[config.mk]
export PLATFORM = sky130hd
export DESIGN_NAME = service_registry_table
export DESIGN_NICKNAME = d
export VERILOG_FILES = /design/src/design/srt_pkg.sv /design/src/design/srt_mem.sv /design/src/design/srt_cmp.sv /design/src/design/service_registry_table.sv
export VERILOG_INCLUDE_DIRS = /design/src /design/src/design
export SDC_FILE = /design/constraint.sdc
export NUM_CORES = 2
export LEC_CHECK = 0
export BUFFER_PORTS_ARGS = -buffer_cell sky130_fd_sc_hd__buf_2
export CAP_MARGIN = 40
export CORE_MARGIN = 5
export CORE_UTILIZATION = 45
export DETAILED_ROUTE_END_ITERATION = 10
export PLACE_DENSITY = 0.65
export SLEW_MARGIN = 20
export SYNTH_ARGS = -nofsm -noshare
export SYNTH_HDL_FRONTEND = slang
export SYNTH_MEMORY_MAX_BITS = 65536
export SYNTH_SLANG_ARGS = --single-unit
[constraint.sdc]
create_clock -name clk -period 13.4 [get_ports clk]
set_input_delay 2.01 -clock clk [delete_from_list [all_inputs] [get_ports clk]]
set_output_delay 2.01 -clock clk [all_outputs]
set_load 0.005 [all_outputs]
[src/design/service_registry_table_assert.svh]
// Assertion macros used by the service registry table module
`ifndef SERVICE_REGISTRY_TABLE_ASSERT_SVH
`define SERVICE_REGISTRY_TABLE_ASSERT_SVH

`ifndef NO_ASSERTIONS
`define SRT_ASSERT_SAME(label, clk, rst_n, ante, cons, msg) \
	label: assert property (@(posedge clk) disable iff (!rst_n) (ante) |-> (cons)) \
		else $error(msg);
`define SRT_ASSERT_NEXT(label, clk, rst_n, ante, cons, msg) \
	label: assert property (@(posedge clk) disable iff (!rst_n) (ante) |=> (cons)) \
		else $error(msg);
`else
`define SRT_ASSERT_SAME(label, clk, rst_n, ante, cons, msg)
`define SRT_ASSERT_NEXT(label, clk, rst_n, ante, cons, msg)
`endif

`endif

[src/design/srt_pkg.sv]
// Types and codes of the service registry table
package srt_pkg;

	localparam logic [1:0] CMD_OFFER = 2'd0;
	localparam logic [1:0] CMD_STOP  = 2'd1;
	localparam logic [1:0] CMD_FIND  = 2'd2;
	localparam logic [1:0] CMD_CLEAR = 2'd3;

	localparam logic [1:0] REG_ENABLE = 2'd0;
	localparam logic [1:0] REG_IP     = 2'd1;
	localparam logic [1:0] REG_PORT   = 2'd2;

	typedef struct packed {
		logic [23:0] ttl;
		logic [31:0] minor_version;
		logic [7:0]  major_version;
		logic [15:0] instance_id;
		logic [15:0] service_id;
	} in_data_t;

	typedef struct packed {
		logic [1:0]  pad;
		logic [5:0]  entry_count;
		logic [15:0] found_port;
		logic [31:0] found_ip;
		logic [23:0] found_ttl;
		logic [31:0] found_minor;
		logic [7:0]  found_major;
		logic [15:0] found_instance;
	} out_data_t;

	typedef struct packed {
		logic [15:0] service_id;
		logic [15:0] instance_id;
		logic [7:0]  major_version;
		logic [31:0] minor_version;
		logic [23:0] ttl;
		logic [31:0] ip;
		logic [15:0] port;
	} entry_t;

	typedef struct packed {
		logic match;
		logic free;
	} cmp_res_t;

endpackage

[src/design/srt_mem.sv]
// Entry memory: one write port, one registered read port
module srt_mem #(
	parameter int DEPTH = 32,
	parameter int AW    = 5,
	parameter int W     = 8
) (
	input  logic          clk,
	input  logic          we,
	input  logic [AW-1:0] waddr,
	input  logic [W-1:0]  wdata,
	input  logic [AW-1:0] raddr,
	output logic [W-1:0]  rdata
);
	logic [W-1:0] mem [DEPTH];
	logic [W-1:0] rdata_q;

	always_ff @(posedge clk) begin
		if (we) begin
			mem[waddr] <= wdata;
		end
		rdata_q <= mem[raddr];
	end

	assign rdata = rdata_q;
endmodule

[src/design/srt_cmp.sv]
// Shared key compare unit used once per scanned entry
module srt_cmp (
	input  logic [1:0]        cmd,
	input  logic [15:0]       service_id,
	input  logic [15:0]       instance_id,
	input  srt_pkg::entry_t   entry,
	input  logic              entry_valid,
	output srt_pkg::cmp_res_t res
);
	import srt_pkg::*;

	logic svc_eq;
	logic inst_eq;

	assign svc_eq  = (entry.service_id == service_id);
	assign inst_eq = (entry.instance_id == instance_id);

	always_comb begin
		res.free  = !entry_valid;
		res.match = entry_valid && svc_eq && ((cmd == CMD_FIND) || inst_eq);
	end
endmodule

[src/design/service_registry_table.sv]
// Service registry table: offer, stop, find and clear over a scanned entry memory
// Flow: a disabled or clear item goes from idle straight to the response state; offer,
// stop and find scan every entry, one per cycle, then commit before the response.
// Items are taken one at a time; s_tready stays low until the response is given. The
// scan runs through the single read port of the entry memory and the one compare unit.
// Reset: arst_n clears valid bits, count, registers and control; entry memory keeps
// its contents and needs no clearing pass.
`include "service_registry_table_assert.svh"

module service_registry_table #(
	parameter int ENTRIES = 32
) (
	input  logic              clk,
	input  logic              arst_n,
	input  logic              s_tvalid,
	output logic              s_tready,
	input  srt_pkg::in_data_t s_tdata,   // service_id, instance_id, major_version,
	                                     // minor_version, ttl
	input  logic [1:0]        s_tuser,   // cmd
	output logic              m_tvalid,
	input  logic              m_tready,
	output srt_pkg::out_data_t m_tdata,  // found_instance, found_major, found_minor,
	                                     // found_ttl, found_ip, found_port,
	                                     // entry_count, zero pad
	output logic              m_tuser,   // ok
	input  logic              psel,
	input  logic              penable,
	input  logic              pwrite,
	input  logic [3:0]        paddr,
	input  logic [31:0]       pwdata,
	output logic [31:0]       prdata,
	output logic              pready
);
	import srt_pkg::*;

	localparam int IDX_W = (ENTRIES > 1) ? $clog2(ENTRIES) : 1;
	localparam int CNT_W = $clog2(ENTRIES + 1);
	localparam int EW    = $bits(entry_t);
	localparam logic [IDX_W-1:0] LAST = IDX_W'(ENTRIES - 1);

	localparam logic [1:0] ST_IDLE   = 2'd0;
	localparam logic [1:0] ST_SCAN   = 2'd1;
	localparam logic [1:0] ST_COMMIT = 2'd2;
	localparam logic [1:0] ST_RESP   = 2'd3;

	logic [1:0]         state_q;
	logic               enable_q;
	logic [31:0]        local_ip_q;
	logic [15:0]        local_port_q;
	logic [1:0]         cmd_q;
	in_data_t           item_q;
	logic [IDX_W-1:0]   idx_q;
	logic               issue_q;
	logic               rd_vld_s1;
	logic [IDX_W-1:0]   idx_s1;
	logic               hit_q;
	logic [IDX_W-1:0]   hit_idx_q;
	logic               free_q;
	logic [IDX_W-1:0]   free_idx_q;
	entry_t             hit_entry_q;
	logic               ok_q;
	entry_t             res_entry_q;
	logic [ENTRIES-1:0] valid_q;
	logic [CNT_W-1:0]   count_q;
	logic               m_tvalid_q;
	out_data_t          m_tdata_q;
	logic               m_tuser_q;

	logic               cfg_we;
	logic               accept;
	logic               out_free;
	logic               mem_we;
	entry_t             mem_wdata;
	logic [EW-1:0]      mem_rdata;
	entry_t             rd_entry;
	cmp_res_t           cmp;

	assign pready   = 1'b1;
	assign cfg_we   = psel && penable && pwrite && pready;
	assign accept   = s_tvalid && s_tready;
	assign s_tready = (state_q == ST_IDLE);
	assign out_free = !m_tvalid_q || m_tready;
	assign rd_entry = entry_t'(mem_rdata);

	assign mem_we = (state_q == ST_COMMIT) && (cmd_q == CMD_OFFER) && !hit_q && free_q;

	always_comb begin
		mem_wdata.service_id    = item_q.service_id;
		mem_wdata.instance_id   = item_q.instance_id;
		mem_wdata.major_version = item_q.major_version;
		mem_wdata.minor_version = item_q.minor_version;
		mem_wdata.ttl           = item_q.ttl;
		mem_wdata.ip            = local_ip_q;
		mem_wdata.port          = local_port_q;
	end

	srt_mem #(
		.DEPTH(ENTRIES),
		.AW   (IDX_W),
		.W    (EW)
	) u_mem (
		.clk  (clk),
		.we   (mem_we),
		.waddr(free_idx_q),
		.wdata(mem_wdata),
		.raddr(idx_q),
		.rdata(mem_rdata)
	);

	srt_cmp u_cmp (
		.cmd        (cmd_q),
		.service_id (item_q.service_id),
		.instance_id(item_q.instance_id),
		.entry      (rd_entry),
		.entry_valid(valid_q[idx_s1]),
		.res        (cmp)
	);

	always_comb begin
		unique case (paddr[3:2])
			REG_ENABLE: prdata = {31'd0, enable_q};
			REG_IP:     prdata = local_ip_q;
			REG_PORT:   prdata = {16'd0, local_port_q};
			default:    prdata = 32'd0;
		endcase
	end

	always_ff @(posedge clk or negedge arst_n) begin
		if (!arst_n) begin
			enable_q     <= 1'b0;
			local_ip_q   <= 32'd0;
			local_port_q <= 16'd0;
		end else if (cfg_we) begin
			unique case (paddr[3:2])
				REG_ENABLE: enable_q     <= pwdata[0];
				REG_IP:     local_ip_q   <= pwdata;
				REG_PORT:   local_port_q <= pwdata[15:0];
				default:    ;
			endcase
		end
	end

	always_ff @(posedge clk or negedge arst_n) begin
		if (!arst_n) begin
			state_q    <= ST_IDLE;
			idx_q      <= '0;
			issue_q    <= 1'b0;
			rd_vld_s1  <= 1'b0;
			hit_q      <= 1'b0;
			free_q     <= 1'b0;
			ok_q       <= 1'b0;
			valid_q    <= '0;
			count_q    <= '0;
			m_tvalid_q <= 1'b0;
		end else begin
			rd_vld_s1 <= issue_q;
			if (m_tvalid_q && m_tready && state_q != ST_RESP) begin
				m_tvalid_q <= 1'b0;
			end
			unique case (state_q)
				ST_IDLE: begin
					if (accept) begin
						idx_q  <= '0;
						hit_q  <= 1'b0;
						free_q <= 1'b0;
						if (!enable_q) begin
							ok_q    <= 1'b0;
							state_q <= ST_RESP;
						end else if (s_tuser == CMD_CLEAR) begin
							ok_q    <= 1'b1;
							valid_q <= '0;
							count_q <= '0;
							state_q <= ST_RESP;
						end else begin
							issue_q <= 1'b1;
							state_q <= ST_SCAN;
						end
					end
				end
				ST_SCAN: begin
					if (issue_q) begin
						if (idx_q == LAST) begin
							issue_q <= 1'b0;
						end else begin
							idx_q <= idx_q + 1'b1;
						end
					end
					if (rd_vld_s1) begin
						if (cmp.match && !hit_q) begin
							hit_q <= 1'b1;
						end
						if (cmp.free && !free_q) begin
							free_q <= 1'b1;
						end
						if (idx_s1 == LAST) begin
							state_q <= ST_COMMIT;
						end
					end
				end
				ST_COMMIT: begin
					unique case (cmd_q)
						CMD_OFFER: begin
							ok_q <= !hit_q && free_q;
							if (!hit_q && free_q) begin
								valid_q[free_idx_q] <= 1'b1;
								count_q             <= count_q + 1'b1;
							end
						end
						CMD_STOP: begin
							ok_q <= hit_q;
							if (hit_q) begin
								valid_q[hit_idx_q] <= 1'b0;
								if (count_q != '0) begin
									count_q <= count_q - 1'b1;
								end
							end
						end
						default: ok_q <= hit_q;
					endcase
					state_q <= ST_RESP;
				end
				ST_RESP: begin
					if (out_free) begin
						m_tvalid_q <= 1'b1;
						state_q    <= ST_IDLE;
					end
				end
				default: state_q <= ST_IDLE;
			endcase
		end
	end

	always_ff @(posedge clk) begin
		idx_s1 <= idx_q;
		if (accept) begin
			cmd_q       <= s_tuser;
			item_q      <= s_tdata;
			res_entry_q <= '0;
		end
		if (state_q == ST_SCAN && rd_vld_s1) begin
			if (cmp.match && !hit_q) begin
				hit_idx_q   <= idx_s1;
				hit_entry_q <= rd_entry;
			end
			if (cmp.free && !free_q) begin
				free_idx_q <= idx_s1;
			end
		end
		if (state_q == ST_COMMIT) begin
			res_entry_q <= (cmd_q == CMD_FIND && hit_q) ? hit_entry_q : '0;
		end
		if (state_q == ST_RESP && out_free) begin
			m_tuser_q                <= ok_q;
			m_tdata_q.pad            <= 2'd0;
			m_tdata_q.entry_count    <= 6'(count_q);
			m_tdata_q.found_port     <= res_entry_q.port;
			m_tdata_q.found_ip       <= res_entry_q.ip;
			m_tdata_q.found_ttl      <= res_entry_q.ttl;
			m_tdata_q.found_minor    <= res_entry_q.minor_version;
			m_tdata_q.found_major    <= res_entry_q.major_version;
			m_tdata_q.found_instance <= res_entry_q.instance_id;
		end
	end

	assign m_tvalid = m_tvalid_q;
	assign m_tdata  = m_tdata_q;
	assign m_tuser  = m_tuser_q;

	`SRT_ASSERT_NEXT(a_accept_leaves_idle, clk, arst_n, accept, state_q != ST_IDLE,
		"accepted item did not leave idle")
	`SRT_ASSERT_SAME(a_count_bound, clk, arst_n, 1'b1, count_q <= CNT_W'(ENTRIES),
		"entry count above table size")
	`SRT_ASSERT_SAME(a_count_matches_valid, clk, arst_n, 1'b1,
		$countones(valid_q) == int'(count_q), "entry count differs from valid bits")
	`SRT_ASSERT_SAME(a_read_only_in_scan, clk, arst_n, rd_vld_s1, state_q == ST_SCAN,
		"entry read outside scan")
endmodule
Word-level counts from Yosys, hierarchy flattened
Memory sizes are Yosys's and may differ from the RTL's. A register that Yosys moved wholly into a read port is not among the register bits.
Cells that the tools add are included.

operators by class
  add/sub/neg operators = 3
  magnitude comparators = 5
  equality and inequality tests = 29
  muxes and demuxes = 59
  bitwise operators = 3
  reduce and logical (&&, ||, !) cells = 44

operators with widths
  cell                                                         count
  two-way mux 128 bit                                          3
  two-way mux 32 bit                                           5
  one-hot mux 32 bit (2 select lines)                          2
  one-hot mux 32 bit (3 select lines)                          1
  two-way mux 6 bit                                            6
  bitwise AND 32 bit                                           1
  == test 16 bit                                               2
  inverter 32 bit                                              1
  bitwise OR 32 bit                                            1
  one-hot mux 6 bit (2 select lines)                           2
  two-way mux 1 bit                                            22
  AND reduction 4 bit                                          5
  logical AND 1 bit                                            18
  less-than comparator 5 x 6 -> 1 bit (second input constant)  3
  two-way mux 5 bit                                            3
  inequality test 2 bit (second input constant)                7
  two-way mux 2 bit                                            6
  demux 1 bit (select 5 bit)                                   2
  == test 2 bit (second input constant)                        5
  == test 5 bit (second input constant)                        2
  >= comparator 5 x 1 -> 1 bit (second input constant)         2
  inequality test 2 x 1 -> 1 bit (second input constant)       5
  one-hot mux 5 bit (2 select lines)                           1
  AND reduction 2 bit                                          5
  other kinds (17)                                             33

storage, ports and cells
  flip-flop bits (word level) = 604
  RAM bits = 4608
  input port bits = 141
  output and inout bits = 172
  memories kept = 1

memories
  name       words  width  read ports  clocked after memory_dff  write ports  line           text
  u_mem.mem  32     144    1           1                         1            srt_mem.sv:14  logic [W-1:0] mem [DEPTH];

Depth between registers and ports, before layout
  word-level depth = 9
  mapped depth = 10

Cells and area by module
From an unflattened synthesis, not the netlist that was laid out.

unflattened totals
  cells, all modules = 8430
  area total of the unflattened synthesis = 196325.8 um2

by module, submodules not included
  module                  times used  cells an instance  area an instance (um2)  seq. area each (um2)
  srt_mem                 1           7236               174534.9                141255.5
  service_registry_table  1           1149               21424.3                 17586.9
  srt_cmp                 1           45                 366.6                   0.0

Worst setup path after synthesis
OpenSTA, ideal clock, no wires.

  kind = reg-to-reg
  start = register item_q[0] (netlist name)
  end = register hit_entry_q[0] (netlist name) (enable)
  setup time = 789 ps
  data arrival time = 10402 ps
  slack = 2209 ps
  cell stages (with the launch flop) = 6
  buffers on the path = 0
  cells stage by stage = edfxtp_1 -> xnor2_1 -> nand4_1 -> nor4_1 -> nand3_1 -> nor3_1

on the way
  cells in the longest elaborated chain, start to end = 5

ends and longest elaborated chain
  element                               line                           text
  start: declaration                    service_registry_table.sv:51   in_data_t item_q;
  start signal: assignment              service_registry_table.sv:237  item_q <= s_tdata;
  == test 16 bit                        srt_cmp.sv:15                  assign svc_eq = (entry.service_id == service_id);
  logical AND 1 bit (2 in a row)        srt_cmp.sv:20                  res.match = entry_valid && svc_eq && ((cmd == CMD_FIND) || inst_eq);
  logical AND 1 bit                     service_registry_table.sv:241  if (cmp.match && !hit_q) begin
  AND reduction 2 bit (no source line)  --
  end signal: assignment                service_registry_table.sv:243  hit_entry_q <= rd_entry;
  end: declaration                      service_registry_table.sv:60   entry_t hit_entry_q;

Every way passes these cells.
A chain may end at the register's enable or synchronous reset.

Final worst setup path
  start = register state_q[0]
  end = memory u_mem.mem[23][76] (netlist name) (enable)

on the way
  cells in the longest elaborated chain, start to end = 6

ends and longest elaborated chain
  element                                  line                           text
  start: declaration                       service_registry_table.sv:46   logic [1:0] state_q;
  start signal: assignment                 service_registry_table.sv:145  state_q <= ST_IDLE;
  start signal: assignment                 service_registry_table.sv:168  state_q <= ST_RESP;
  start signal: assignment                 service_registry_table.sv:173  state_q <= ST_RESP;
  == test 2 bit                            service_registry_table.sv:85   assign mem_we = (state_q == ST_COMMIT) && (cmd_q == CMD_OFFER) && !hit_q && free_q;
  logical AND 1 bit (3 in a row)           service_registry_table.sv:85
  two-way mux 1 bit                        srt_mem.sv:18                  if (we) begin
  two-way mux 1 bit (implied by the code)  srt_mem.sv:19                  mem[waddr] <= wdata;
  end: declaration                         srt_mem.sv:14

Every way passes these cells.

==> results_dict.tcl <==
set metrics [dict create \
    rows 244 \
    grt_antenna_before_repair 18 \
    wl_per_cell_um 31.5 \
    ioPinCount 313 \
    ant_nets 0 \
    peakVddDrop_v 0.000158 \
    critPathLaunchType "flop" \
    cts_resized 0 \
    worst_pin_slew_ns 1.15 \
    fin_hold_ws_ns 0.390 \
    syn_inst 7900 \
    clk_latency_ns 1.04 \
    outcome "finished, final reports clean" \
    drtIter0Drc 10200 \
    netlist.top_cell.by_area "edfxtp_1" \
    hold_buffers 0 \
    synth.avg_cell_area_um2 25.1 \
    synth-seq-cells 5356 \
    powerDensity_mw_per_mm2 183 \
    p_total_w 0.0420 \
    m1WireLength_um 187000 \
    wl_met3_um 32000 \
    synth.top_cell.area_share_pct 77.2 \
    firstDrtPassIters 5 \
    yosysUniqueCellTypes 49 \
    path_clk_slew_ns 0.06 \
    start_util_pct 45.1 \
    crit_fanout 42 \
    seq_area_frac_synth_pct 80.0 \
    grt_usage_pct 20.7 \
    yosysMostFrequentCell "edfxtp_1" \
    cap_violations 0 \
    synth_area_leaders "edfxtp_1, mux4_2, dfxtp_1, dfrtp_1, mux2_2" \
    min_period_ns 5.48 \
    fmax_ghz 0.182 \
    r2r_start "state_q[0]$_DFFE_PN0P_" \
    synth_ff_type "edfxtp_1" \
    seqPwrFrac_pct 48.4 \
    syn_to_final_growth_pct 15.5 \
    switchingPower_w 0.0102 \
    slew_viol_final 0 \
    setup.worst_path.start "state_q[0]$_DFFE_PN0P_" \
    cts_sinks 5356 \
    finish.instance_area_mm2 0.229 \
    crit_path_end_kind "flop" \
    tritoncts "yes" \
    placed_cell_area_mm2 0.210 \
    asyncSetResetFlopFracSynth_pct 1.87 \
    highest_layer "met4" \
    drive_gt1_share_pct 34.4 \
    skew_ns 0.0660 \
    wl_met2_um 244000 \
    critPathRequiredTime_ns 14.04 \
    p_clk_share_pct 35.4 \
    vias 89100 \
    final_nets 8903 \
    reg2reg_depth 13 \
    period_share_pct 40.9 \
    die_w_um 674 \
    synth_area_mm2 0.199 \
    cts_buffer_depth 4 \
    leakage_nw 70.9 \
    finalSetupViolations 0 \
    setup_tns_ns 0 \
    die_h_um 674 \
    endpoint "u_mem.mem[23][76]$_DFFE_PP_" \
    coreArea_mm2 0.441 \
    grt_pass1_wl_um 678000 \
    grt_max_degree 137 \
    r2r_slack_ns 7.92 \
    grt_pass1_vias 91500 \
    dieArea_mm2 0.455 \
    dpl.hpwl_um 247000 \
    postLayoutCoreUtil_pct 52.0 \
    worstSetupPathType "reg2reg" \
    postCtsSetupRepairBufs 0 \
    rr_endpoint "u_mem.mem[23][76]$_DFFE_PP_" \
    root_buffer "clkbuf_16" \
    p_int_w 0.0317 \
    hp-class "reg2reg" \
    grt-ovfl-total 0 \
    drt-vias-per-instance 5.89 \
    ctsHtreeMaxLevel 6 \
    port_buffers 307 \
    critPathArrivalTime_ns 6.12 \
    rsz0062_at_grt "no" \
    drc 0 \
    yosys_warnings 0 \
    switching_share_pct 24.4 \
    totalWireLength_um 476000 \
    relSlewSlack_pct 23.6 \
    yosys-top-cells-count "edfxtp_1, mux4_2, clkbuf_1, mux2_2, dfxtp_1" \
    combPwrFrac_pct 16.2 \
    synth_edf_count 5107 \
    gp_congestion 0.743 \
    cts_made_buffers 545 \
    final-hold-violation-count 0 \
]
[area by class of cell]
class / instances / area (µm²)
multi-input combinational: 2148 / 38200
timing repair buffer: 692 / 7200
clock inverter: 267 / 2570
antenna: 10 / 25.0
inverter: 10 / 45.0
fill: 33100 / 211000
tap: 5904 / 7390
clock buffer: 735 / 15000
sequential: 5356 / 159000
[worst min path at each step]
stage,from,cells past startpoint,slack [ns],end
after CTS,u_mem.rdata[109]$_DFF_P_,0,0.40,hit_entry_q[109]$_DFFE_PP_
after floorplan,idx_q[2]$_DFFE_PN0P_,0,0.35,idx_s1[2]$_DFF_P_
final,u_mem.rdata[95]$_DFF_P_,0,0.39,hit_entry_q[95]$_DFFE_PP_
after global routing,u_mem.rdata[37]$_DFF_P_,0,0.41,hit_entry_q[37]$_DFFE_PP_
after detailed placement,u_mem.rdata[37]$_DFF_P_,0,0.39,hit_entry_q[37]$_DFFE_PP_
after global placement,u_mem.rdata[106]$_DFF_P_,0,0.39,hit_entry_q[106]$_DFFE_PP_
[logic make-up after synthesis]
group | after synthesis | synth area share, %
xor gates and xnor gates | 37 | 0.163
other | 2 | 0.00378
adders and majority gates | 9 | 0.0567
muxes | 1647 | 17.6
buffers and inverters | 397 | 0.907
DFF | 5356 | 80.0
and+or+nand+nor | 302 | 0.860
AOI/OAI and AO/OA | 150 | 0.448
[worst max-delay path: stages (launching register included)]
cell and delay [ns]:
dfrtp_1 0.41, inv_1 0.12, ha_1 0.15, buf_4 0.32, clkinv_1 0.35, nor4_1 0.34, clkdlybuf4s15_2 0.31, nand3_1 0.20
buf_8 0.22, nor2_4 0.42, buf_4 0.50, buf_16 0.26, buf_4 0.58, buf_4 0.65
[layout by cell type, fill, tap and decap left out, types with 33 or more instances in the layout]
| master | n |
|---|---|
| clkinv_2 | 86 |
| mux2_2 | 193 |
| edfxtp_1 | 5107 |
| mux4_2 | 1450 |
| a21oi_1 | 42 |
| buf_4 | 156 |
| and2_1 | 146 |
| buf_2 | 309 |
| buf_16 | 67 |
| buf_12 | 51 |
| bufinv_16 | 34 |
| clkbuf_8 | 46 |
| o21ai_0 | 46 |
| dfxtp_1 | 149 |
| buf_8 | 104 |
| clkbuf_1 | 135 |
| clkinv_1 | 90 |
| clkbuf_16 | 554 |
| dfrtp_1 | 95 |
| nand2_1 | 33 |
[flip-flops by register name, summed over array words and instances (netlist names), 2 cells and up]
name and cells:
m_tdata 134, idx_q 5, hit_entry_q 128, state_q 2
local_port_q 16, valid_q 32, count_q 6, free_idx_q 5
res_entry_q 128, cmd_q 2, item_q 96, idx_s1 5
u_mem.rdata 144, u_mem.mem 4608, local_ip_q 32, hit_idx_q 5
[power groups by stage]
stage	combinational [W]	clock [W]	sequential, W
after floorplan	0.00451	0	0.0207
after global placement	0.00604	0	0.0211
after detailed placement	0.00650	0	0.0210
after CTS	0.00653	0.0151	0.0206
after global routing	0.00730	0.0159	0.0204
final	0.00679	0.0148	0.0203
[metrics by stage]
step | setup slack [ns] | std cells
after floorplan | 2.21 | 7901
after global placement | 6.85 | 13900
after detailed placement | 7.47 | 14000
after CTS | 7.44 | 15000
after global routing | 7.77 | 15100
final | 7.92 | 15100
[layer usage]
metal,up-vias,global-route usage [%]
li1,35800,-
met5,-,0
met4,0,5.39
met2,3851,35.1
met1,48700,28.5
met3,757,2.74
Power figures use the tool's default switching activity.
